File: src/hdl/sbfg_pkg.sv
// ----------------------------------------------------------------------------
// Servo bus frame generator package
// Shared types, codes and the CRC-16 byte update for the frame generator.
// ----------------------------------------------------------------------------
package sbfg_pkg;

   localparam int POS_W_MAX = 16;

   localparam logic [1:0] MODE_SET_RAW   = 2'd0;
   localparam logic [1:0] MODE_SET_ANGLE = 2'd1;
   localparam logic [1:0] MODE_SYNC      = 2'd2;
   localparam logic [1:0] MODE_READ      = 2'd3;

   localparam logic [1:0] CSR_ID_OFFSET       = 2'd0;
   localparam logic [1:0] CSR_GOAL_ADDRESS    = 2'd1;
   localparam logic [1:0] CSR_PRESENT_ADDRESS = 2'd2;

   localparam logic [7:0]  ID_OFFSET_RESET       = 8'd11;
   localparam logic [15:0] GOAL_ADDRESS_RESET    = 16'h0074;
   localparam logic [15:0] PRESENT_ADDRESS_RESET = 16'd132;

   localparam logic [7:0]  HDR_MARK         = 8'hFF;
   localparam logic [7:0]  HDR_FLAG         = 8'hFD;
   localparam logic [7:0]  HDR_RESERVED     = 8'h00;
   localparam logic [7:0]  BROADCAST_ID     = 8'hFE;
   localparam logic [7:0]  INSTR_SYNC_WRITE = 8'h83;
   localparam logic [7:0]  INSTR_READ       = 8'h02;
   localparam logic [7:0]  DATA_SIZE        = 8'h04;
   localparam logic [7:0]  READ_LENGTH      = 8'd7;
   localparam logic [15:0] CRC_POLY         = 16'h8005;

   localparam logic [3:0] HEAD_LAST  = 4'd11;
   localparam logic [2:0] SLOT_LAST  = 3'd4;

   typedef enum logic [1:0] {
      CMD_SET,
      CMD_SYNC,
      CMD_READ
   } cmd_kind_type;

   typedef struct packed {
      cmd_kind_type         kind;
      logic [2:0]           index;
      logic [POS_W_MAX-1:0] position;
   } cmd_type;

   typedef struct packed {
      logic [7:0]  id_offset;
      logic [15:0] goal_address;
      logic [15:0] present_address;
   } cfg_type;

   function automatic logic [15:0] crc16_byte(input logic [15:0] crc, input logic [7:0] data);
      logic [15:0] c;
      c = crc ^ {data, 8'h00};
      for (int i = 0; i < 8; i++) begin
         if (c[15]) begin
            c = {c[14:0], 1'b0} ^ CRC_POLY;
         end else begin
            c = {c[14:0], 1'b0};
         end
      end
      return c;
   endfunction

endpackage

File: src/hdl/sbfg_req_if.sv
// ----------------------------------------------------------------------------
// Command channel
// Valid/ready channel that carries one command to the frame generator.
// ----------------------------------------------------------------------------
interface sbfg_req_if;
   logic               valid;
   logic               ready;
   logic [1:0]         mode;
   logic [2:0]         servo_index;
   logic signed [16:0] target_value;

   modport source (output valid, output mode, output servo_index, output target_value,
                   input ready);
   modport sink (input valid, input mode, input servo_index, input target_value,
                 output ready);
endinterface

File: src/hdl/sbfg_rsp_if.sv
// ----------------------------------------------------------------------------
// Byte stream channel
// Valid/ready channel that carries one frame byte and its end marker.
// ----------------------------------------------------------------------------
interface sbfg_rsp_if;
   logic       valid;
   logic       ready;
   logic [7:0] tx_byte;
   logic       last_byte;

   modport source (output valid, output tx_byte, output last_byte, input ready);
   modport sink (input valid, input tx_byte, input last_byte, output ready);
endinterface

File: src/hdl/sbfg_front.sv
// ----------------------------------------------------------------------------
// Command front end
// Accepts commands, clamps positions, queues all but bad-index set commands.
// ----------------------------------------------------------------------------
module sbfg_front #(
   parameter int SERVO_COUNT   = 5,
   parameter int POSITION_BITS = 12
) (
   sbfg_req_if.sink         req_ch,
   input  logic             q_full,
   output logic             q_push,
   output sbfg_pkg::cmd_type q_cmd
);
   import sbfg_pkg::*;

   localparam logic [16:0] POS_MAX = 17'((1 << POSITION_BITS) - 1);
   localparam logic signed [17:0] HALF    = 18'(1 << (POSITION_BITS - 1));
   localparam logic signed [17:0] LIM     = HALF - 18'sd1;
   localparam logic signed [17:0] NEG_LIM = -LIM;

   logic [16:0]              raw;
   logic signed [17:0]       angle;
   logic signed [17:0]       clamped;
   logic signed [17:0]       offset;
   logic [POSITION_BITS-1:0] pos;
   logic                     keep;
   logic                     in_range;

   assign raw      = unsigned'(req_ch.target_value);
   assign angle    = {req_ch.target_value[16], req_ch.target_value};
   assign in_range = int'(req_ch.servo_index) < SERVO_COUNT;

   always_comb begin
      if (angle >= HALF) begin
         clamped = LIM;
      end else if (angle <= -HALF) begin
         clamped = NEG_LIM;
      end else begin
         clamped = angle;
      end
      offset = clamped + LIM;
   end

   always_comb begin
      q_cmd.index    = req_ch.servo_index;
      q_cmd.kind     = CMD_SET;
      pos            = '0;
      keep           = 1'b0;
      unique case (req_ch.mode)
         MODE_SET_RAW: begin
            pos  = (raw > POS_MAX) ? POS_MAX[POSITION_BITS-1:0] : raw[POSITION_BITS-1:0];
            keep = in_range;
         end
         MODE_SET_ANGLE: begin
            pos  = offset[POSITION_BITS-1:0];
            keep = in_range;
         end
         MODE_SYNC: begin
            q_cmd.kind = CMD_SYNC;
            keep       = 1'b1;
         end
         MODE_READ: begin
            q_cmd.kind = CMD_READ;
            keep       = 1'b1;
         end
         default: begin
            keep = 1'b0;
         end
      endcase
      q_cmd.position = POS_W_MAX'(pos);
   end

   assign req_ch.ready = !q_full;
   assign q_push       = req_ch.valid && !q_full && keep;

endmodule

File: src/hdl/sbfg_queue.sv
// ----------------------------------------------------------------------------
// Command queue
// Two-entry queue that decouples the front end from the frame sequencer.
// ----------------------------------------------------------------------------
module sbfg_queue (
   input  logic              clock,
   input  logic              reset,
   input  logic              push,
   input  sbfg_pkg::cmd_type push_cmd,
   input  logic              pop,
   output logic              full,
   output logic              pop_valid,
   output sbfg_pkg::cmd_type pop_cmd
);
   import sbfg_pkg::*;

   cmd_type    mem_ff [2];
   logic       wr_ptr_ff, wr_ptr_in;
   logic       rd_ptr_ff, rd_ptr_in;
   logic [1:0] count_ff, count_in;
   logic       do_push, do_pop;

   assign full      = count_ff == 2'd2;
   assign pop_valid = count_ff != 2'd0;
   assign pop_cmd   = mem_ff[rd_ptr_ff];
   assign do_push   = push && !full;
   assign do_pop    = pop && pop_valid;

   always_comb begin
      wr_ptr_in = do_push ? !wr_ptr_ff : wr_ptr_ff;
      rd_ptr_in = do_pop ? !rd_ptr_ff : rd_ptr_ff;
      count_in  = count_ff + 2'(do_push) - 2'(do_pop);
   end

   always_ff @(posedge clock) begin
      if (reset) begin
         wr_ptr_ff <= 1'b0;
         rd_ptr_ff <= 1'b0;
         count_ff  <= 2'd0;
      end else begin
         wr_ptr_ff <= wr_ptr_in;
         rd_ptr_ff <= rd_ptr_in;
         count_ff  <= count_in;
      end
   end

   always_ff @(posedge clock) begin
      if (do_push) begin
         mem_ff[wr_ptr_ff] <= push_cmd;
      end
   end

   a_count_bound: assert property (@(posedge clock) disable iff (reset) count_ff <= 2'd2)
      else $error("queue holds more than two commands");
   a_push_grows: assert property (@(posedge clock) disable iff (reset)
      (do_push && !do_pop) |=> count_ff == $past(count_ff) + 2'd1)
      else $error("queue count did not follow a push");

endmodule

File: src/hdl/sbfg_back.sv
// ----------------------------------------------------------------------------
// Frame sequencer
// Holds the goal table and emits sync-write and read-request frames bytewise.
// ----------------------------------------------------------------------------
module sbfg_back #(
   parameter int SERVO_COUNT   = 5,
   parameter int POSITION_BITS = 12
) (
   input  logic              clock,
   input  logic              reset,
   input  sbfg_pkg::cfg_type cfg,
   input  logic              q_valid,
   input  sbfg_pkg::cmd_type q_cmd,
   output logic              q_pop,
   sbfg_rsp_if.source        rsp_ch
);
   import sbfg_pkg::*;

   localparam int SW = (SERVO_COUNT > 1) ? $clog2(SERVO_COUNT) : 1;
   localparam logic [SW-1:0] SERVO_LAST = SW'(SERVO_COUNT - 1);
   localparam logic [7:0]    SYNC_LENGTH = 8'(7 + 5 * SERVO_COUNT);

   typedef enum logic [2:0] {
      ST_IDLE,
      ST_HEAD,
      ST_SERVO,
      ST_CRC_LO,
      ST_CRC_HI
   } state_type;

   state_type                state_ff, state_in;
   logic                     read_kind_ff, read_kind_in;
   logic [2:0]               req_idx_ff, req_idx_in;
   logic [3:0]               head_ff, head_in;
   logic [SW-1:0]            servo_ff, servo_in;
   logic [2:0]               slot_ff, slot_in;
   logic [15:0]              crc_ff, crc_in;
   logic [POSITION_BITS-1:0] goal_ff [SERVO_COUNT];
   logic [POSITION_BITS-1:0] goal_in [SERVO_COUNT];
   logic                     rsp_valid_ff, rsp_valid_in;
   logic [7:0]               tx_ff, tx_in;
   logic                     last_ff, last_in;

   logic                     out_free;
   logic                     load_out;
   logic [7:0]               head_byte;
   logic [7:0]               servo_byte;
   logic [POS_W_MAX-1:0]     cur_pos;

   assign out_free = !rsp_valid_ff || rsp_ch.ready;
   assign cur_pos  = POS_W_MAX'(goal_ff[servo_ff]);

   always_comb begin
      case (head_ff)
         4'd0, 4'd1: head_byte = HDR_MARK;
         4'd2:       head_byte = HDR_FLAG;
         4'd3:       head_byte = HDR_RESERVED;
         4'd4:       head_byte = read_kind_ff ? cfg.id_offset + 8'(req_idx_ff) : BROADCAST_ID;
         4'd5:       head_byte = read_kind_ff ? READ_LENGTH : SYNC_LENGTH;
         4'd6:       head_byte = 8'h00;
         4'd7:       head_byte = read_kind_ff ? INSTR_READ : INSTR_SYNC_WRITE;
         4'd8:       head_byte = read_kind_ff ? cfg.present_address[7:0]
                                              : cfg.goal_address[7:0];
         4'd9:       head_byte = read_kind_ff ? cfg.present_address[15:8]
                                              : cfg.goal_address[15:8];
         4'd10:      head_byte = DATA_SIZE;
         default:    head_byte = 8'h00;
      endcase
   end

   always_comb begin
      case (slot_ff)
         3'd0:    servo_byte = cfg.id_offset + 8'(servo_ff);
         3'd1:    servo_byte = cur_pos[7:0];
         3'd2:    servo_byte = cur_pos[15:8];
         default: servo_byte = 8'h00;
      endcase
   end

   always_comb begin
      state_in     = state_ff;
      read_kind_in = read_kind_ff;
      req_idx_in   = req_idx_ff;
      head_in      = head_ff;
      servo_in     = servo_ff;
      slot_in      = slot_ff;
      crc_in       = crc_ff;
      goal_in      = goal_ff;
      rsp_valid_in = rsp_valid_ff && !rsp_ch.ready;
      tx_in        = tx_ff;
      last_in      = last_ff;
      load_out     = 1'b0;
      q_pop        = 1'b0;
      unique case (state_ff)
         ST_IDLE: begin
            if (q_valid) begin
               q_pop = 1'b1;
               if (q_cmd.kind == CMD_SET) begin
                  for (int k = 0; k < SERVO_COUNT; k++) begin
                     if (int'(q_cmd.index) == k) begin
                        goal_in[k] = q_cmd.position[POSITION_BITS-1:0];
                     end
                  end
               end else begin
                  read_kind_in = q_cmd.kind == CMD_READ;
                  req_idx_in   = q_cmd.index;
                  crc_in       = '0;
                  head_in      = '0;
                  state_in     = ST_HEAD;
               end
            end
         end
         ST_HEAD: begin
            if (out_free) begin
               load_out = 1'b1;
               tx_in    = head_byte;
               last_in  = 1'b0;
               crc_in   = crc16_byte(crc_ff, head_byte);
               if (head_ff == HEAD_LAST) begin
                  servo_in = '0;
                  slot_in  = '0;
                  state_in = read_kind_ff ? ST_CRC_LO : ST_SERVO;
               end else begin
                  head_in = head_ff + 4'd1;
               end
            end
         end
         ST_SERVO: begin
            if (out_free) begin
               load_out = 1'b1;
               tx_in    = servo_byte;
               last_in  = 1'b0;
               crc_in   = crc16_byte(crc_ff, servo_byte);
               if (slot_ff == SLOT_LAST) begin
                  slot_in = '0;
                  if (servo_ff == SERVO_LAST) begin
                     state_in = ST_CRC_LO;
                  end else begin
                     servo_in = servo_ff + SW'(1);
                  end
               end else begin
                  slot_in = slot_ff + 3'd1;
               end
            end
         end
         ST_CRC_LO: begin
            if (out_free) begin
               load_out = 1'b1;
               tx_in    = crc_ff[7:0];
               last_in  = 1'b0;
               state_in = ST_CRC_HI;
            end
         end
         ST_CRC_HI: begin
            if (out_free) begin
               load_out = 1'b1;
               tx_in    = crc_ff[15:8];
               last_in  = 1'b1;
               state_in = ST_IDLE;
            end
         end
         default: begin
            state_in = ST_IDLE;
         end
      endcase
      if (load_out) begin
         rsp_valid_in = 1'b1;
      end
   end

   always_ff @(posedge clock) begin
      if (reset) begin
         state_ff     <= ST_IDLE;
         read_kind_ff <= 1'b0;
         req_idx_ff   <= '0;
         head_ff      <= '0;
         servo_ff     <= '0;
         slot_ff      <= '0;
         crc_ff       <= '0;
         rsp_valid_ff <= 1'b0;
         for (int k = 0; k < SERVO_COUNT; k++) begin
            goal_ff[k] <= '0;
         end
      end else begin
         state_ff     <= state_in;
         read_kind_ff <= read_kind_in;
         req_idx_ff   <= req_idx_in;
         head_ff      <= head_in;
         servo_ff     <= servo_in;
         slot_ff      <= slot_in;
         crc_ff       <= crc_in;
         rsp_valid_ff <= rsp_valid_in;
         goal_ff      <= goal_in;
      end
   end

   always_ff @(posedge clock) begin
      tx_ff   <= tx_in;
      last_ff <= last_in;
   end

   assign rsp_ch.valid     = rsp_valid_ff;
   assign rsp_ch.tx_byte   = tx_ff;
   assign rsp_ch.last_byte = last_ff;

   a_idle_silent: assert property (@(posedge clock) disable iff (reset)
      (state_ff == ST_IDLE) |-> !load_out)
      else $error("byte loaded while no frame is in progress");
   a_crc_cleared: assert property (@(posedge clock) disable iff (reset)
      (state_ff == ST_IDLE && q_valid && q_cmd.kind != CMD_SET) |=> crc_ff == 16'h0000)
      else $error("checksum not cleared at frame start");
   a_servo_bound: assert property (@(posedge clock) disable iff (reset)
      servo_ff <= SERVO_LAST)
      else $error("servo counter beyond table");
   a_last_ends: assert property (@(posedge clock) disable iff (reset)
      (load_out && last_in) |=> state_ff == ST_IDLE)
      else $error("frame end marker outside the final checksum byte");

endmodule

File: src/hdl/servo_bus_frame_generator_top.sv
// ----------------------------------------------------------------------------
// Servo bus frame generator
// Keeps servo goal positions and emits sync-write and read-request frames.
//
// The req_ch channel takes one command per transfer. Set commands update
// the goal table and give no output. A sync-write command gives a frame of
// 14 + 5 * SERVO_COUNT bytes and a read request gives 14 bytes on rsp_ch,
// one byte per transfer, with last_byte high on the final checksum byte.
// Commands pass through a two-entry queue to the frame sequencer. A command
// is stored in the queue, taken from it by the sequencer while idle, and its
// frame bytes are then loaded one at a time into the output register. A set
// command ends once taken, and no command is taken until a frame ends. The
// output register is reloaded in the cycle its byte is taken, so bytes
// follow back to back while rsp_ch stays ready; when the receiver stalls,
// the sequencer holds and the queue fills, after which req_ch.ready drops.
// Reset clears the goal table to zero, empties the queue and restores the
// configuration registers to their defaults. The user writes configuration
// through csr_* only while no frame is in progress; the block has no check.
// ----------------------------------------------------------------------------
module servo_bus_frame_generator_top #(
   parameter int SERVO_COUNT   = 5,
   parameter int POSITION_BITS = 12
) (
   input  logic        clock,
   input  logic        reset,
   sbfg_req_if.sink    req_ch,
   sbfg_rsp_if.source  rsp_ch,
   input  logic        csr_write_enable,
   input  logic [1:0]  csr_index,
   input  logic [15:0] csr_write_data
);
   import sbfg_pkg::*;

   cfg_type cfg_ff, cfg_in;
   cmd_type push_cmd, pop_cmd;
   logic    push, pop, full, pop_valid;

   always_comb begin
      cfg_in = cfg_ff;
      if (csr_write_enable) begin
         unique case (csr_index)
            CSR_ID_OFFSET:       cfg_in.id_offset       = csr_write_data[7:0];
            CSR_GOAL_ADDRESS:    cfg_in.goal_address    = csr_write_data;
            CSR_PRESENT_ADDRESS: cfg_in.present_address = csr_write_data;
            default:             cfg_in = cfg_ff;
         endcase
      end
   end

   always_ff @(posedge clock) begin
      if (reset) begin
         cfg_ff.id_offset       <= ID_OFFSET_RESET;
         cfg_ff.goal_address    <= GOAL_ADDRESS_RESET;
         cfg_ff.present_address <= PRESENT_ADDRESS_RESET;
      end else begin
         cfg_ff <= cfg_in;
      end
   end

   sbfg_front #(
      .SERVO_COUNT  (SERVO_COUNT),
      .POSITION_BITS(POSITION_BITS)
   ) u_front (
      .req_ch(req_ch),
      .q_full(full),
      .q_push(push),
      .q_cmd (push_cmd)
   );

   sbfg_queue u_queue (
      .clock    (clock),
      .reset    (reset),
      .push     (push),
      .push_cmd (push_cmd),
      .pop      (pop),
      .full     (full),
      .pop_valid(pop_valid),
      .pop_cmd  (pop_cmd)
   );

   sbfg_back #(
      .SERVO_COUNT  (SERVO_COUNT),
      .POSITION_BITS(POSITION_BITS)
   ) u_back (
      .clock  (clock),
      .reset  (reset),
      .cfg    (cfg_ff),
      .q_valid(pop_valid),
      .q_cmd  (pop_cmd),
      .q_pop  (pop),
      .rsp_ch (rsp_ch)
   );

endmodule
File: src/flat_wrapper.sv
// flat-port wrapper written by rule: the top's interface ports become plain ports
module servo_bus_frame_generator_top_flat import sbfg_pkg::*;
#(
   parameter int SERVO_COUNT   = 5,
   parameter int POSITION_BITS = 12
)
  (clock, reset, csr_write_enable, csr_index, csr_write_data, req_ch_valid, req_ch_mode, req_ch_servo_index, req_ch_target_value, req_ch_ready, rsp_ch_valid, rsp_ch_tx_byte, rsp_ch_last_byte, rsp_ch_ready);
  sbfg_req_if req_ch_i ();
  sbfg_rsp_if rsp_ch_i ();
  input  logic clock;
  input  logic reset;
  input  logic csr_write_enable;
  input  logic [1:0] csr_index;
  input  logic [15:0] csr_write_data;
  input wire logic [$bits(req_ch_i.valid)-1:0] req_ch_valid;
  input wire logic [$bits(req_ch_i.mode)-1:0] req_ch_mode;
  input wire logic [$bits(req_ch_i.servo_index)-1:0] req_ch_servo_index;
  input wire logic [$bits(req_ch_i.target_value)-1:0] req_ch_target_value;
  output wire logic [$bits(req_ch_i.ready)-1:0] req_ch_ready;
  output wire logic [$bits(rsp_ch_i.valid)-1:0] rsp_ch_valid;
  output wire logic [$bits(rsp_ch_i.tx_byte)-1:0] rsp_ch_tx_byte;
  output wire logic [$bits(rsp_ch_i.last_byte)-1:0] rsp_ch_last_byte;
  input wire logic [$bits(rsp_ch_i.ready)-1:0] rsp_ch_ready;
  assign req_ch_i.valid = req_ch_valid;
  assign req_ch_i.mode = req_ch_mode;
  assign req_ch_i.servo_index = req_ch_servo_index;
  assign req_ch_i.target_value = req_ch_target_value;
  assign req_ch_ready = req_ch_i.ready;
  assign rsp_ch_valid = rsp_ch_i.valid;
  assign rsp_ch_tx_byte = rsp_ch_i.tx_byte;
  assign rsp_ch_last_byte = rsp_ch_i.last_byte;
  assign rsp_ch_i.ready = rsp_ch_ready;
  servo_bus_frame_generator_top #(.SERVO_COUNT(SERVO_COUNT), .POSITION_BITS(POSITION_BITS)) u_core (.clock(clock), .reset(reset), .req_ch(req_ch_i), .rsp_ch(rsp_ch_i), .csr_write_enable(csr_write_enable), .csr_index(csr_index), .csr_write_data(csr_write_data));
endmodule
File: config.mk
export PLATFORM = sky130hd
export DESIGN_NAME = servo_bus_frame_generator_top_flat
export DESIGN_NICKNAME = d
export VERILOG_FILES = /design/src/hdl/sbfg_pkg.sv /design/src/hdl/sbfg_req_if.sv /design/src/hdl/sbfg_rsp_if.sv /design/src/hdl/sbfg_front.sv /design/src/hdl/sbfg_queue.sv /design/src/hdl/sbfg_back.sv /design/src/hdl/servo_bus_frame_generator_top.sv /design/src/flat_wrapper.sv
export SDC_FILE = /design/constraint.sdc
export NUM_CORES = 1
export LEC_CHECK = 0
export CAP_MARGIN = 25
export CORE_ASPECT_RATIO = 0.8
export CORE_MARGIN = 1
export CORE_UTILIZATION = 41
export CTS_CLUSTER_SIZE = 28
export DETAILED_ROUTE_END_ITERATION = 10
export DONT_BUFFER_PORTS = 1
export PLACE_DENSITY = 0.63
export SLEW_MARGIN = 10
export SYNTH_ARGS = -nofsm -noshare
export SYNTH_HDL_FRONTEND = slang
export SYNTH_SLANG_ARGS = --single-unit
export TNS_END_PERCENT = 100
File: constraint.sdc
create_clock -name clock -period 3.57 [get_ports clock]
set_input_delay 0.357 -clock clock [delete_from_list [all_inputs] [get_ports clock]]
set_output_delay 0.357 -clock clock [all_outputs]
set_load 0.01 [all_outputs]
After elaboration in Yosys (flattened, before gate mapping)
Memory sizes are Yosys's and may differ from the RTL's. A register that Yosys moved wholly into a read port is not among the register bits.
Cells that the tools add are included.

word-level totals
  memories = 1
  bits in writable memories = 34
  logic and storage cells = 247
  register bits after elaboration = 147

memories
  name                   words  bits a word  rd ports  clocked after Yosys merged registers in  wr ports  line              RTL
  u_core.u_queue.mem_ff  2      17           1         1                                        1         sbfg_queue.sv:17  cmd_type mem_ff [2];

cells by class
  bitwise logic cells = 20
  reduce and logical (&&, ||, !) cells = 45
  equality and inequality tests = 40
  add/sub/neg operators = 8
  magnitude comparators = 5
  multiplexer cells = 107

operators by type and width
  operator                                                                             count
  16-bit two-way mux                                                                   48
  8-bit two-way mux                                                                    8
  8-bit one-hot mux with 8 select lines                                                1
  12-bit two-way mux                                                                   5
  3-bit two-way mux                                                                    16
  3-bit NOT                                                                            16
  16-bit one-hot mux with 3 select lines                                               1
  12-bit binary-select mux with 3-bit select                                           1
  8-bit one-hot mux with 4 select lines                                                1
  16-bit XOR                                                                           2
  12-bit one-hot mux with 2 select lines                                               1
  8-bit one-hot mux with 3 select lines                                                1
  4-bit AND reduction                                                                  6
  2-bit != test (second input constant)                                                10
  3-bit equality test (second input constant)                                          6
  17-bit by 13-bit >= comparator with 1-bit output (second input constant)             1
  17-bit by 12-bit > comparator with 1-bit output (second input constant)              1
  17-bit by 12-bit less-or-equal comparator with 1-bit output (second input constant)  1
  8-bit by 3-bit adder with 8-bit output                                               2
  4-bit equality test (second input constant)                                          4
  4-bit two-way mux                                                                    4
  3-bit one-hot mux with 5 select lines                                                1
  5-bit AND reduction                                                                  3
  12-bit adder (second input constant)                                                 1
  other kinds (38)                                                                     84

Longest topological paths before layout
Gate-level depths: netlist (run 1).

  depth in word-level cells = 38
  mapped depth = 15
  depth with buffers taken out = 14

Cells and area by module
Synthesis (run 1) repeated with hierarchy kept, for this count alone.

second synthesis, totals
  cells, all modules = 1076
  area, all modules = 10405.0 um^2

by module, submodules not included
  module                         sequential area each (um^2)  cells an instance  times used  area each (um^2)
  sbfg_back                      2152.1                       712                1           6281.0
  sbfg_queue                     1361.3                       91                 1           1742.9
  servo_bus_frame_generator_top  800.8                        161                1           1684.1
  sbfg_front                     0.0                          112                1           696.9

Worst setup path after synthesis (run 1)
Ideal clock, no wire load.

  kind = register -> register
  start point = reg u_core.cfg_ff[32] (netlist bit)
  end point = reg u_core.u_back.crc_ff[15]
  setup time = 0.079 ns
  buffers on the path = 0
  stages on the path, launching flop included = 14
  clock period less this slack = 3.249 ns
  data required time = 3.491 ns
  data arrival time = 3.169 ns
  setup slack = 0.321 ns
  cell sequence = dfxtp_1 -> ha_1 -> inv_1 -> fa_1 -> nor2b_1 -> o2111ai_1 -> mux2i_1 -> o21ai_1 -> xor2_1 -> xnor2_1 -> xnor3_1 -> xor2_1 -> o221a_2 -> a211oi_2

on the way
  cells in the longest elaborated chain, start to end = 29

RTL lines
  element                                                           line                                 RTL
  start: declaration                                                servo_bus_frame_generator_top.sv:34  cfg_type cfg_ff, cfg_in;
  start signal: assignment                                          servo_bus_frame_generator_top.sv:56  cfg_ff <= cfg_in;
  8-bit by 3-bit adder with 8-bit output                            sbfg_back.sv:58                      4'd4: head_byte = read_kind_ff ? cfg.id_offset + 8'(req_idx_ff) : BROADCAST_ID;
  8-bit two-way mux                                                 sbfg_back.sv:58
  8-bit one-hot mux with 8 select lines                             sbfg_back.sv:54                      case (head_ff)
  16-bit XOR                                                        sbfg_pkg.sv:55                       c = crc ^ {data, 8'h00};
  16-bit two-way mux / 3-bit NOT (equally long branches)            -
  16-bit two-way mux, on equally long branches                      sbfg_back.sv:114, sbfg_pkg.sv:57
  16-bit two-way mux, on equally long branches                      sbfg_back.sv:94, sbfg_back.sv:114
  16-bit two-way mux, or another cell as far along                  sbfg_pkg.sv:57                       if (c[15]) begin
  [... 13 more ...]                                                 -
  16-bit two-way mux, on equally long branches                      sbfg_back.sv:94, sbfg_back.sv:114
  3-bit NOT (no line) / 16-bit two-way mux (equally long branches)  -
  16-bit two-way mux                                                sbfg_pkg.sv:57
  16-bit two-way mux                                                sbfg_back.sv:114                     if (out_free) begin
  16-bit two-way mux                                                sbfg_back.sv:94                      unique case (state_ff)
  16-bit two-way mux                                                sbfg_pkg.sv:57
  16-bit two-way mux                                                sbfg_back.sv:114
  16-bit one-hot mux with 3 select lines *                          sbfg_back.sv:94
  end signal: assignment                                            sbfg_back.sv:191                     crc_ff <= crc_in;
  end: declaration                                                  sbfg_back.sv:37                      logic [15:0] crc_ff, crc_in;

Every way passes the cells marked *; elsewhere a longest branch is shown, timed or not. The select of a mux whose other input is x is not followed.
A chain may end at the register's enable or synchronous reset.

Worst setup path after layout (run 1)
  start point = reg u_core.cfg_ff[33] (netlist bit)
  end point = reg u_core.u_back.crc_ff[15]

on the way
  cells in the longest elaborated chain, start to end = 29

RTL lines
  element                                                 line
  8-bit by 3-bit adder with 8-bit output                  sbfg_back.sv:58
  8-bit two-way mux                                       sbfg_back.sv:58
  8-bit one-hot mux with 8 select lines                   sbfg_back.sv:54
  16-bit XOR                                              sbfg_pkg.sv:55
  16-bit two-way mux / 3-bit NOT (equally long branches)  -
  16-bit two-way mux, on equally long branches            sbfg_back.sv:114, sbfg_pkg.sv:57
  16-bit two-way mux, on equally long branches            sbfg_back.sv:94, sbfg_back.sv:114
  16-bit two-way mux, or another cell as far along        sbfg_pkg.sv:57
  [... 13 more ...]                                       -
  16-bit two-way mux                                      sbfg_back.sv:114
  16-bit two-way mux                                      sbfg_back.sv:94
  16-bit two-way mux                                      sbfg_pkg.sv:57
  16-bit two-way mux                                      sbfg_back.sv:114
  16-bit two-way mux                                      sbfg_back.sv:94
  16-bit two-way mux                                      sbfg_pkg.sv:57
  16-bit two-way mux                                      sbfg_back.sv:114
  16-bit one-hot mux with 3 select lines *                sbfg_back.sv:94

Marks and branches as above.

==> flow_metrics.py, run 1 <==
metrics = {
    "run_status": {
        "status": "finished clean",
    },
    "yosys": {
        "synth-main-ff-cell": "dfxtp_1",
        "syn_avg_cell_area_um2": 8.876,
        "yosysTopAreaCellShare_pct": 29.06,
        "synth_edf_count": 43,
        "ys_ff_latch": 182,
        "synth.yosys.warnings": 0,
        "yosysTopAreaCell": "dfxtp_1",
        "ys_types": 67,
        "synth.area.top_cells": "dfxtp_1, edfxtp_1, a211oi_1",
        "ys_seq_area_share_pct": 42.54,
        "synth-async-reset-ratio_pct": 0,
        "synth_fp_nets": 1145,
        "syn_area_um2": 9577,
        "post_synth_inst_count": 1079,
    },
    "route": {
        "dr.pass1.iters": 7,
        "routed_wl_um": 24140,
        "wl_per_cell_um": 17.38,
        "num_vias": 7772,
        "ant_nets": 0,
        "drt-initial-drc-count": 685,
        "vias_per_cell": 5.595,
        "drc": 0,
    },
    "die": {
        "core_um2": 22680,
        "dieHeight_um": 138.7,
        "rows": 49,
        "die_area_um2": 23980,
        "die_w_um": 172.9,
        "start_util_pct": 42.22,
        "io_pins": 56,
    },
    "worst_setup_path": {
        "crit_path_end_kind": "register",
        "start_kind": "register",
        "r2r-start": "u_core.cfg_ff[33]",
        "path_class": "reg -> reg",
        "critPathLaunch": "u_core.cfg_ff[33]",
        "reg2reg_slack_ns": 0.16,
        "cp_max_fo": 4,
        "arrival_ns": 3.77,
        "crit_required_ns": 3.93,
    },
    "power_and_ir_drop": {
        "ir_worst_vdd_mv": 0.3529,
        "p_leak_nw": 3.626,
        "power_density_nw_per_um2": 708.2,
    },
    "grt": {
        "antenna_found_initial": 0,
        "grt_use_total_pct": 20.40,
        "gr-total-overflow": 0,
        "grt_pass1_vias": 7214,
        "grt_max_degree": 105,
        "grt_pass1_wl_um": 39070,
    },
    "worst_hold_path": {
        "worstHoldStart": "reset",
        "worstHoldPathType": "in -> reg",
    },
    "cts": {
        "cts_tree": "done",
        "htreeDepth": 4,
        "clk-insertion-delay-late_ns": 0.44,
        "clock_sinks": 182,
        "numCtsBuffers": 17,
        "root_buffer": "clkbuf_16",
        "clk_path_buf_depth": 2,
        "clk_pin_slew_ns": 0.08,
    },
    "placement": {
        "postPlaceCellArea_um2": 9978,
        "dp_hpwl_um": 16590,
        "gp_congestion": 0.9209,
        "portBuffers": 0,
        "dpl.cell_count": 1350,
    },
    "layout": {
        "layoutNonFillerInstCount": 1389,
        "syn2layout_area_growth_pct": 11.92,
        "final_cell_area_um2": 10720,
        "diodes": 0,
        "layout-drive-gt1-share_pct": 10.53,
        "final_nets": 1136,
    },
    "sta": {
        "drv_slew": 0,
        "min_period_ns": 3.407,
        "hold_viol_final": 0,
        "finalSetupViolCount": 0,
        "finalCritPeriodShare_pct": 95.45,
        "slew_headroom_pct": 36.44,
        "fmax_mhz": 293.5,
        "tightest_slew_ns": 0.9492,
        "fin_worst_skew_ns": 0.01866,
    },
    "run": {
        "maxCapViolations": 0,
    },
}
-- worst paths after layout --
path | endpoint | cells after the start
max reg2reg | u_core.u_back.crc_ff[15] | 12
max | u_core.u_back.crc_ff[15] | 12
min | u_core.u_back.head_ff[2] | 1
min reg2reg | u_core.cfg_ff[6] | 2
-- repair_timing --
item	CTS	global route
buffers inserted	0	1
hold endpoints to repair	40	0
hold buffers	6	0
endpoints found under the setup margin	0	2
gates resized for setup	0	18
-- layout by cell type (no fill, tap or decap), types with 17 or more instances in the layout --
| cell type | Yosys | final |
|---|---|---|
| nor2_1 | 147 | 147 |
| dfxtp_1 | 139 | 136 |
| nand2_1 | 105 | 105 |
| a21oi_1 | 88 | 88 |
| a211oi_1 | 77 | 77 |
| edfxtp_1 | 43 | 43 |
| mux2i_1 | 38 | 38 |
| buf_4 | 1 | 37 |
| xnor2_1 | 36 | 35 |
| inv_1 | 28 | 28 |
| o21ai_0 | 27 | 26 |
| nor3_1 | 24 | 22 |
| nand3_1 | 18 | 18 |
| xor2_1 | 20 | 18 |
| clkbuf_16 | 0 | 18 |
| ha_1 | 19 | 17 |
-- registers in the layout (all words and copies together), names as in the netlist, named ones only --
register                        flops
u_core.u_back.state_ff              3
u_core.u_back.head_ff               4
u_core.u_back.crc_ff               16
u_core.u_back.read_kind_ff          1
u_core.cfg_ff                      40
u_core.u_queue.rd_ptr_ff            1
u_core.u_back.req_idx_ff            3
u_core.u_back.rsp_ch.last_byte      1
u_core.u_back.goal_ff              60
u_core.u_queue.wr_ptr_ff            1
u_core.u_back.rsp_ch.valid          1
u_core.u_queue.mem_ff              34
u_core.u_back.slot_ff               3
u_core.u_back.rsp_ch.tx_byte        8
u_core.u_back.servo_ff              3
u_core.u_queue.count_ff             2
-- final cells by class --
class | instances | area, um2
Fill cell | 2215 | 11970
Multi-Input combinational cell | 796 | 5164
Sequential cell | 182 | 4078
Clock buffer | 18 | 450.4
Timing Repair Buffer | 45 | 387.9
Tap cell | 306 | 382.9
Clock inverter | 14 | 150.1
Inverter | 28 | 105.1
-- per-stage QoR --
step | util, % | worst slack [ns] | setup TNS, ns | power [mW] | hold slack, ns
3_5_place_dp | 43.99 | 0.03300 | 0 | 5.582 | 0.4389
6_report | 47.25 | 0.1626 | 0 | 7.590 | 0.02990
2_1_floorplan | - | 0.3213 | 0 | 4.827 | 0.4329
3_3_place_gp | 43.99 | 0.1013 | 0 | 5.565 | 0.4339
5_1_grt | 47.25 | -0.006289 | -0.006289 | 7.983 | 0.004563
4_1_cts | 46.94 | 0.02112 | 0 | 7.501 | 0.0004676
-- layer usage --
layer  GRT usage, %  wire length, um  up-vias
li1               -                -     3883
met3          3.975             1508       24
met5              0                0        -
met4          6.008              324        0
met2          28.63            10030      248
met1          31.21            12270     3617
-- critical path, stage by stage, from the launching register on --
cell      delay (ns)
dfxtp_1         0.42
inv_1           0.11
fa_2            0.42
nor2b_4         0.17
o311ai_2        0.13
a211oi_2        0.36
xnor2_1         0.12
xnor2_1         0.24
xor2_1          0.20
xnor3_2         0.49
xor2_1          0.17
o221a_2         0.29
a211oi_2        0.20
-- synth_stat cells, drive strengths merged (11+ instances only) --
cell type / number
xnor2: 36
nor2b: 14
a211oi: 79
inv: 28
dfxtp: 139
nor2: 147
nand3: 18
ha: 19
a21oi: 88
o22ai: 13
mux2: 14
buf: 16
nand2: 105
nand2b: 15
clkbuf: 57
nor3: 24
a22oi: 12
edfxtp: 43
nand3b: 11
xor2: 21
a221oi: 11
o21ai: 30
mux2i: 38
-- power by group --
group	internal, mW	total, mW	switching [mW]
logic	1.24	3.06	1.82
clock network	0.980	1.90	0.924
registers	2.43	2.63	0.197
total	4.65	7.59	2.94
-- kinds of logic after synthesis --
family / after synthesis / synth area share [%]
flip-flops: 182 / 42.54
AND/OR/NAND/NOR: 374 / 17.87
multiplexers: 54 / 6.088
XOR/XNOR: 61 / 6.232
buffers and inverters: 101 / 4.246
adder cells (fa/ha/maj): 21 / 2.900
AO/OA/AOI/OAI: 286 / 20.12
Power figures use the tool's default switching activity.
==> run 2, diff against run 1 <==
CORE_UTILIZATION = 60   (was 41)
PLACE_DENSITY = 0.84   (was 0.63)
==> flow_metrics.py, run 2 (synthesis results as in run 1) <==
metrics = {
    "route": {
        "num_vias": 8089,
        "routed_wl_um": 24080,
        "vias_per_cell": 6.237,
        "wl_per_cell_um": 18.57,
        "dr.pass1.iters": 5,
        "ant_nets": 0,
        "drt-initial-drc-count": 783,
        "drc": 0,
    },
    "power_and_ir_drop": {
        "p_clk_share_pct": 25.2,
        "power_density_nw_per_um2": 724.7,
        "switching_share_pct": 38.82,
        "ir_worst_vdd_mv": 0.4933,
        "p_seq_share_pct": 34.1,
        "combPwrFrac_pct": 40.7,
        "p_int_mw": 4.739,
        "p_sw_mw": 3.007,
        "p_leak_nw": 3.672,
    },
    "grt": {
        "grt_use_total_pct": 30.03,
        "grt_pass1_vias": 7437,
        "grt_pass1_wl_um": 38070,
        "antenna_found_initial": 0,
        "gr-total-overflow": 0,
        "grt_max_degree": 99,
    },
    "die": {
        "core_um2": 15310,
        "die_area_um2": 16470,
        "die_w_um": 143.3,
        "dieHeight_um": 115,
        "rows": 40,
        "io_pins": 56,
        "start_util_pct": 62.53,
    },
    "sta": {
        "fin_worst_skew_ns": 0.01321,
        "tns_ns": 0,
        "fmax_mhz": 288.4,
        "finalSetupViolCount": 0,
        "hold_viol_final": 0,
        "finalCritPeriodShare_pct": 97.14,
        "tightest_slew_ns": 1.011,
        "drv_slew": 0,
        "slew_headroom_pct": 31.76,
        "hold-worst-slack_ns": 0.01278,
        "min_period_ns": 3.468,
    },
    "cts": {
        "root_buffer": "clkbuf_16",
        "clk_path_buf_depth": 2,
        "htreeDepth": 4,
        "clock_sinks": 182,
        "cts_tree": "done",
        "numCtsBuffers": 17,
        "clk_pin_slew_ns": 0.07,
        "clk-insertion-delay-late_ns": 0.45,
    },
    "layout": {
        "fillers": 1163,
        "syn2layout_area_growth_pct": 11.61,
        "top_register": "u_core.u_back.goal_ff",
        "top_regs": "u_core.u_back.goal_ff (60), u_core.cfg_ff (40), u_core.u_queue.mem_ff (34)",
        "layout-drive-gt1-share_pct": 11.68,
        "final_cell_area_um2": 10690,
        "diodes": 0,
        "layout_commonest_cell": "nor2_1",
        "final_nets": 1140,
        "layout_common_cells": "nor2_1, dfxtp_1, nand2_1",
        "utilization_pct": 69.80,
        "largest_register_ffs": 60,
    },
    "worst_setup_path": {
        "arrival_ns": 3.84,
        "start_kind": "register",
        "path_class": "reg -> reg",
        "cp_max_fo": 2,
        "crit_required_ns": 3.94,
        "crit_path_end_kind": "register",
    },
    "placement": {
        "dp_hpwl_um": 15890,
        "gp_congestion": 0.9343,
        "portBuffers": 0,
        "postPlaceCellArea_um2": 9848,
    },
    "run_status": {
        "status": "finished clean",
    },
    "run": {
        "maxCapViolations": 0,
    },
    "worst_hold_path": {
        "worstHoldPathType": "in -> reg",
    },
}
run 2: cell type report:
| type | instances | area, um2 | share of cell area [%] |
|---|---|---|---|
| Sequential cell | 182 | 4083 | 38.20 |
| Inverter | 28 | 105.1 | 0.9833 |
| Timing Repair Buffer | 49 | 414.1 | 3.875 |
| Clock buffer | 19 | 475.5 | 4.448 |
| Multi-Input combinational cell | 796 | 5200 | 48.65 |
| Tap cell | 210 | 262.8 | 2.458 |
| Clock inverter | 13 | 148.9 | 1.393 |
run 2: power groups by stage:
stage                     Clock, mW  Combinational [mW]  Sequential [mW]
final                          1.95                3.16             2.64
after global routing           2.04                3.43             2.67
after CTS                      1.95                2.92             2.63
after detailed placement          0                2.86             2.67
after global placement            0                2.80             2.66
after floorplan                   0                2.21             2.62
run 2: worst paths after layout:
path / cells past startpoint / endpoint / slack (ns) / startpoint
setup / recovery: 13 / u_core.u_back.crc_ff[15] / 0.10 / u_core.u_back.req_idx_ff[0]
hold / removal: 1 / u_core.cfg_ff[35] / 0.01 / reset
hold reg to reg: 2 / u_core.cfg_ff[0] / 0.46 / u_core.cfg_ff[0]
setup reg to reg: 13 / u_core.u_back.crc_ff[15] / 0.10 / u_core.u_back.req_idx_ff[0]
run 2: per-layer routing:
layer | part of all wire, % | wire (um) | track usage [%]
met2 | 45 | 10760 | 46.60
met1 | 46 | 10970 | 41.69
met5 | 0 | 0 | 0
met3 | 8.3 | 1987 | 6.331
met4 | 1.5 | 359 | 10.50
run 2: through the flow:
| stage | cells | worst slack [ns] | total power [mW] |
|---|---|---|---|
| after floorplan | 1079 | 0.3213 | 4.827 |
| after global placement | 1256 | 0.1608 | 5.466 |
| after detailed placement | 1256 | 0.04823 | 5.532 |
| after CTS | 1294 | 0.02786 | 7.502 |
| after global routing | 1297 | -0.09274 | 8.141 |
| final | 1297 | 0.1020 | 7.746 |
run 2: timing repair:
item                                    4_1_cts  5_1_grt
hold buffers                                  6        0
endpoints found under the setup margin        0        3
buffers inserted                              0        3
gates resized for setup                       0       29
endpoints found under the hold margin       104        0
run 2: worst max-delay path, stage by stage (launching register included):
cell,delay [ns]
dfxtp_2,0.36
ha_4,0.14
inv_1,0.05
fa_2,0.38
nor2b_4,0.14
o311ai_2,0.12
a211oi_2,0.38
xnor2_1,0.12
xnor2_1,0.27
xor2_1,0.24
xnor3_2,0.50
xor2_2,0.18
o221a_2,0.32
a211oi_2,0.20
==> run 3, diff against run 2 <==
ABC_AREA = 1   (was not set)
clock period = 3.6 ns   (was 3.57 ns; I/O delays follow)
==> flow_metrics.py, run 3 <==
metrics = {
    "run_status": {
        "status": "finished clean",
    },
    "cts": {
        "numCtsBuffers": 17,
        "postCtsSetupBuffers": 0,
        "htreeDepth": 4,
        "clock_sinks": 182,
        "clk_path_buf_depth": 2,
        "clk_pin_slew_ns": 0.07,
        "clk-insertion-delay-late_ns": 0.44,
        "cts_tree": "done",
        "root_buffer": "clkbuf_16",
    },
    "route": {
        "wl_per_cell_um": 15.87,
        "ant_nets": 0,
        "drt-initial-drc-count": 1090,
        "vias_per_cell": 5.854,
        "drc": 0,
        "dr.pass1.iters": 6,
        "num_vias": 9430,
        "routed_wl_um": 25570,
    },
    "worst_setup_path": {
        "crit_required_ns": 3.93,
        "critPathLaunch": "u_core.cfg_ff[32]",
        "start_kind": "register",
        "cp_max_fo": 4,
        "r2r-start": "u_core.cfg_ff[32]",
        "arrival_ns": 3.60,
        "crit_path_end_kind": "register",
        "path_class": "reg -> reg",
    },
    "sta": {
        "tns_ns": 0,
        "min_period_ns": 3.272,
        "fin_worst_skew_ns": 0.009462,
        "finalCritPeriodShare_pct": 90.88,
        "finalSetupViolCount": 0,
        "drv_slew": 0,
        "grt_setup_unrepaired": "false",
        "tightest_slew_ns": 0.8393,
        "slew_headroom_pct": 43.86,
        "fmax_mhz": 305.7,
        "hold_viol_final": 0,
    },
    "yosys": {
        "synth_fp_nets": 1457,
        "synth-async-reset-ratio_pct": 0,
        "post_synth_inst_count": 1391,
        "synth_edf_count": 43,
        "synth-main-ff-cell": "dfxtp_1",
        "syn_area_um2": 10000,
        "synth.area.top_cells": "dfxtp_1, edfxtp_1, nand2_1",
        "ys_types": 52,
        "synthTopCellsByCount": "nand2_1, inv_1, o21ai_0",
        "yosysTopAreaCellShare_pct": 27.81,
        "yosysTopAreaCell": "dfxtp_1",
        "yosys.cell_count.top_type": "nand2_1",
        "ys_ff_latch": 182,
        "ys_seq_area_share_pct": 40.72,
        "synth.yosys.warnings": 0,
        "syn_avg_cell_area_um2": 7.192,
    },
    "layout": {
        "top_regs": "u_core.u_back.goal_ff (60), u_core.cfg_ff (40), u_core.u_queue.mem_ff (34)",
        "largest_register_ffs": 60,
        "layout_commonest_cell": "nand2_1",
        "syn2layout_area_growth_pct": 8.717,
        "layout_common_cells": "nand2_1, inv_1, o21ai_0",
        "fillers": 1311,
        "top_register": "u_core.u_back.goal_ff",
        "final_cell_area_um2": 10880,
        "diodes": 0,
        "layout-drive-gt1-share_pct": 9.312,
        "final_nets": 1449,
    },
    "power_and_ir_drop": {
        "power_density_nw_per_um2": 828.8,
        "switching_share_pct": 47.01,
        "ir_worst_vdd_mv": 0.5105,
        "p_sw_mw": 4.238,
        "combPwrFrac_pct": 49.3,
        "p_seq_share_pct": 29.8,
        "p_clk_share_pct": 20.9,
        "p_leak_nw": 4.420,
        "p_int_mw": 4.776,
    },
    "worst_hold_path": {
        "worstHoldPathType": "in -> reg",
        "worstHoldStart": "csr_write_data[2]",
    },
    "grt": {
        "grt_max_degree": 80,
        "gr-total-overflow": 0,
        "grt_pass1_wl_um": 40860,
        "grt_pass1_vias": 8360,
        "antenna_found_initial": 0,
        "grt_use_total_pct": 29.70,
    },
    "die": {
        "dieHeight_um": 117.5,
        "die_area_um2": 17200,
        "start_util_pct": 62.31,
        "io_pins": 56,
        "rows": 41,
        "core_um2": 16060,
        "die_w_um": 146.4,
    },
    "placement": {
        "portBuffers": 0,
        "dp_hpwl_um": 17790,
        "postPlaceCellArea_um2": 10230,
        "gp_congestion": 0.9936,
    },
    "run": {
        "maxCapViolations": 0,
    },
}
==> run 3: layer usage <==
layer | vias up | global-route usage (%) | routed length (um)
li1 | 4617 | - | -
met1 | 4254 | 42.04 | 11170
met2 | 506 | 43.15 | 10950
met3 | 53 | 9.186 | 2908
met4 | 0 | 9.180 | 544
met5 | - | 0 | 0
==> run 3: logic make-up (layout without fill, tap and decap cells) <==
logic type | after synthesis | count (layout) | share of synthesized area, %
buf+inv | 246 | 251 | 9.455
fa+ha+maj | 21 | 21 | 2.776
mux | 5 | 5 | 0.5128
compound gates | 361 | 361 | 19.67
xor+xnor | 16 | 16 | 1.476
flops | 182 | 182 | 40.72
simple gates | 560 | 560 | 25.39
==> run 3: path summary, 6_finish.rpt <==
path                               end  slack [ns]  cells past startpoint
min reg2reg  u_core.u_back.goal_ff[52]        0.44                      2
min                  u_core.cfg_ff[18]        0.03                      2
max reg2reg   u_core.u_back.crc_ff[15]        0.33                     22
max           u_core.u_back.crc_ff[15]        0.33                     22
==> run 3: cell type report <==
type,count,area (um2),area share (%)
Inverter,194,732.0,6.730
Timing Repair Buffer,25,210.2,1.933
Clock buffer,18,450.4,4.141
Tap cell,215,269.0,2.473
Multi-Input combinational cell,963,4987,45.85
Sequential cell,182,4075,37.47
Clock inverter,14,152.6,1.403
==> run 3: repair_timing <==
action,in CTS,in global routing
setup endpoints to repair,0,1
gates resized for setup,0,2
endpoints found under the hold margin,15,6
hold buffers,1,3
==> run 3: metrics by stage <==
stage	hold slack [ns]	worst slack [ns]	power, mW	std cells	utilization (%)
CTS	0.002571	0.3121	8.892	1608	67.53
floorplan	0.4205	0.6702	6.041	1391	-
detailed placement	0.4315	0.3258	6.996	1575	63.71
global route	0.03302	0.02046	9.570	1611	67.74
finish	0.03189	0.3284	9.014	1611	67.74
global placement	0.4310	0.4460	6.863	1575	63.71
==> run 3: worst max-delay path: stages, from the launching register on <==
cell     delay (ns)
dfxtp_2        0.36
ha_2           0.19
inv_1          0.06
fa_1           0.43
inv_1          0.06
nand2_1        0.06
nand2_1        0.11
nand2_1        0.08
xor2_1         0.13
o21ai_0        0.14
nand2_1        0.13
xor2_2         0.23
inv_1          0.11
nand3_4        0.12
nand3_2        0.14
nand3_1        0.16
nand3_2        0.12
nand2_2        0.11
nand2_2        0.06
a21oi_1        0.14
nor2_1         0.07
nor2_1         0.10
nor2_1         0.04
==> run 3: power groups by stage <==
| stage | logic, mW | clock network (mW) | registers (mW) |
|---|---|---|---|
| after floorplan | 3.39 | 0 | 2.65 |
| after global placement | 4.15 | 0 | 2.71 |
| after detailed placement | 4.27 | 0 | 2.72 |
| after CTS | 4.32 | 1.90 | 2.68 |
| after global routing | 4.88 | 1.98 | 2.72 |
| final | 4.45 | 1.88 | 2.68 |
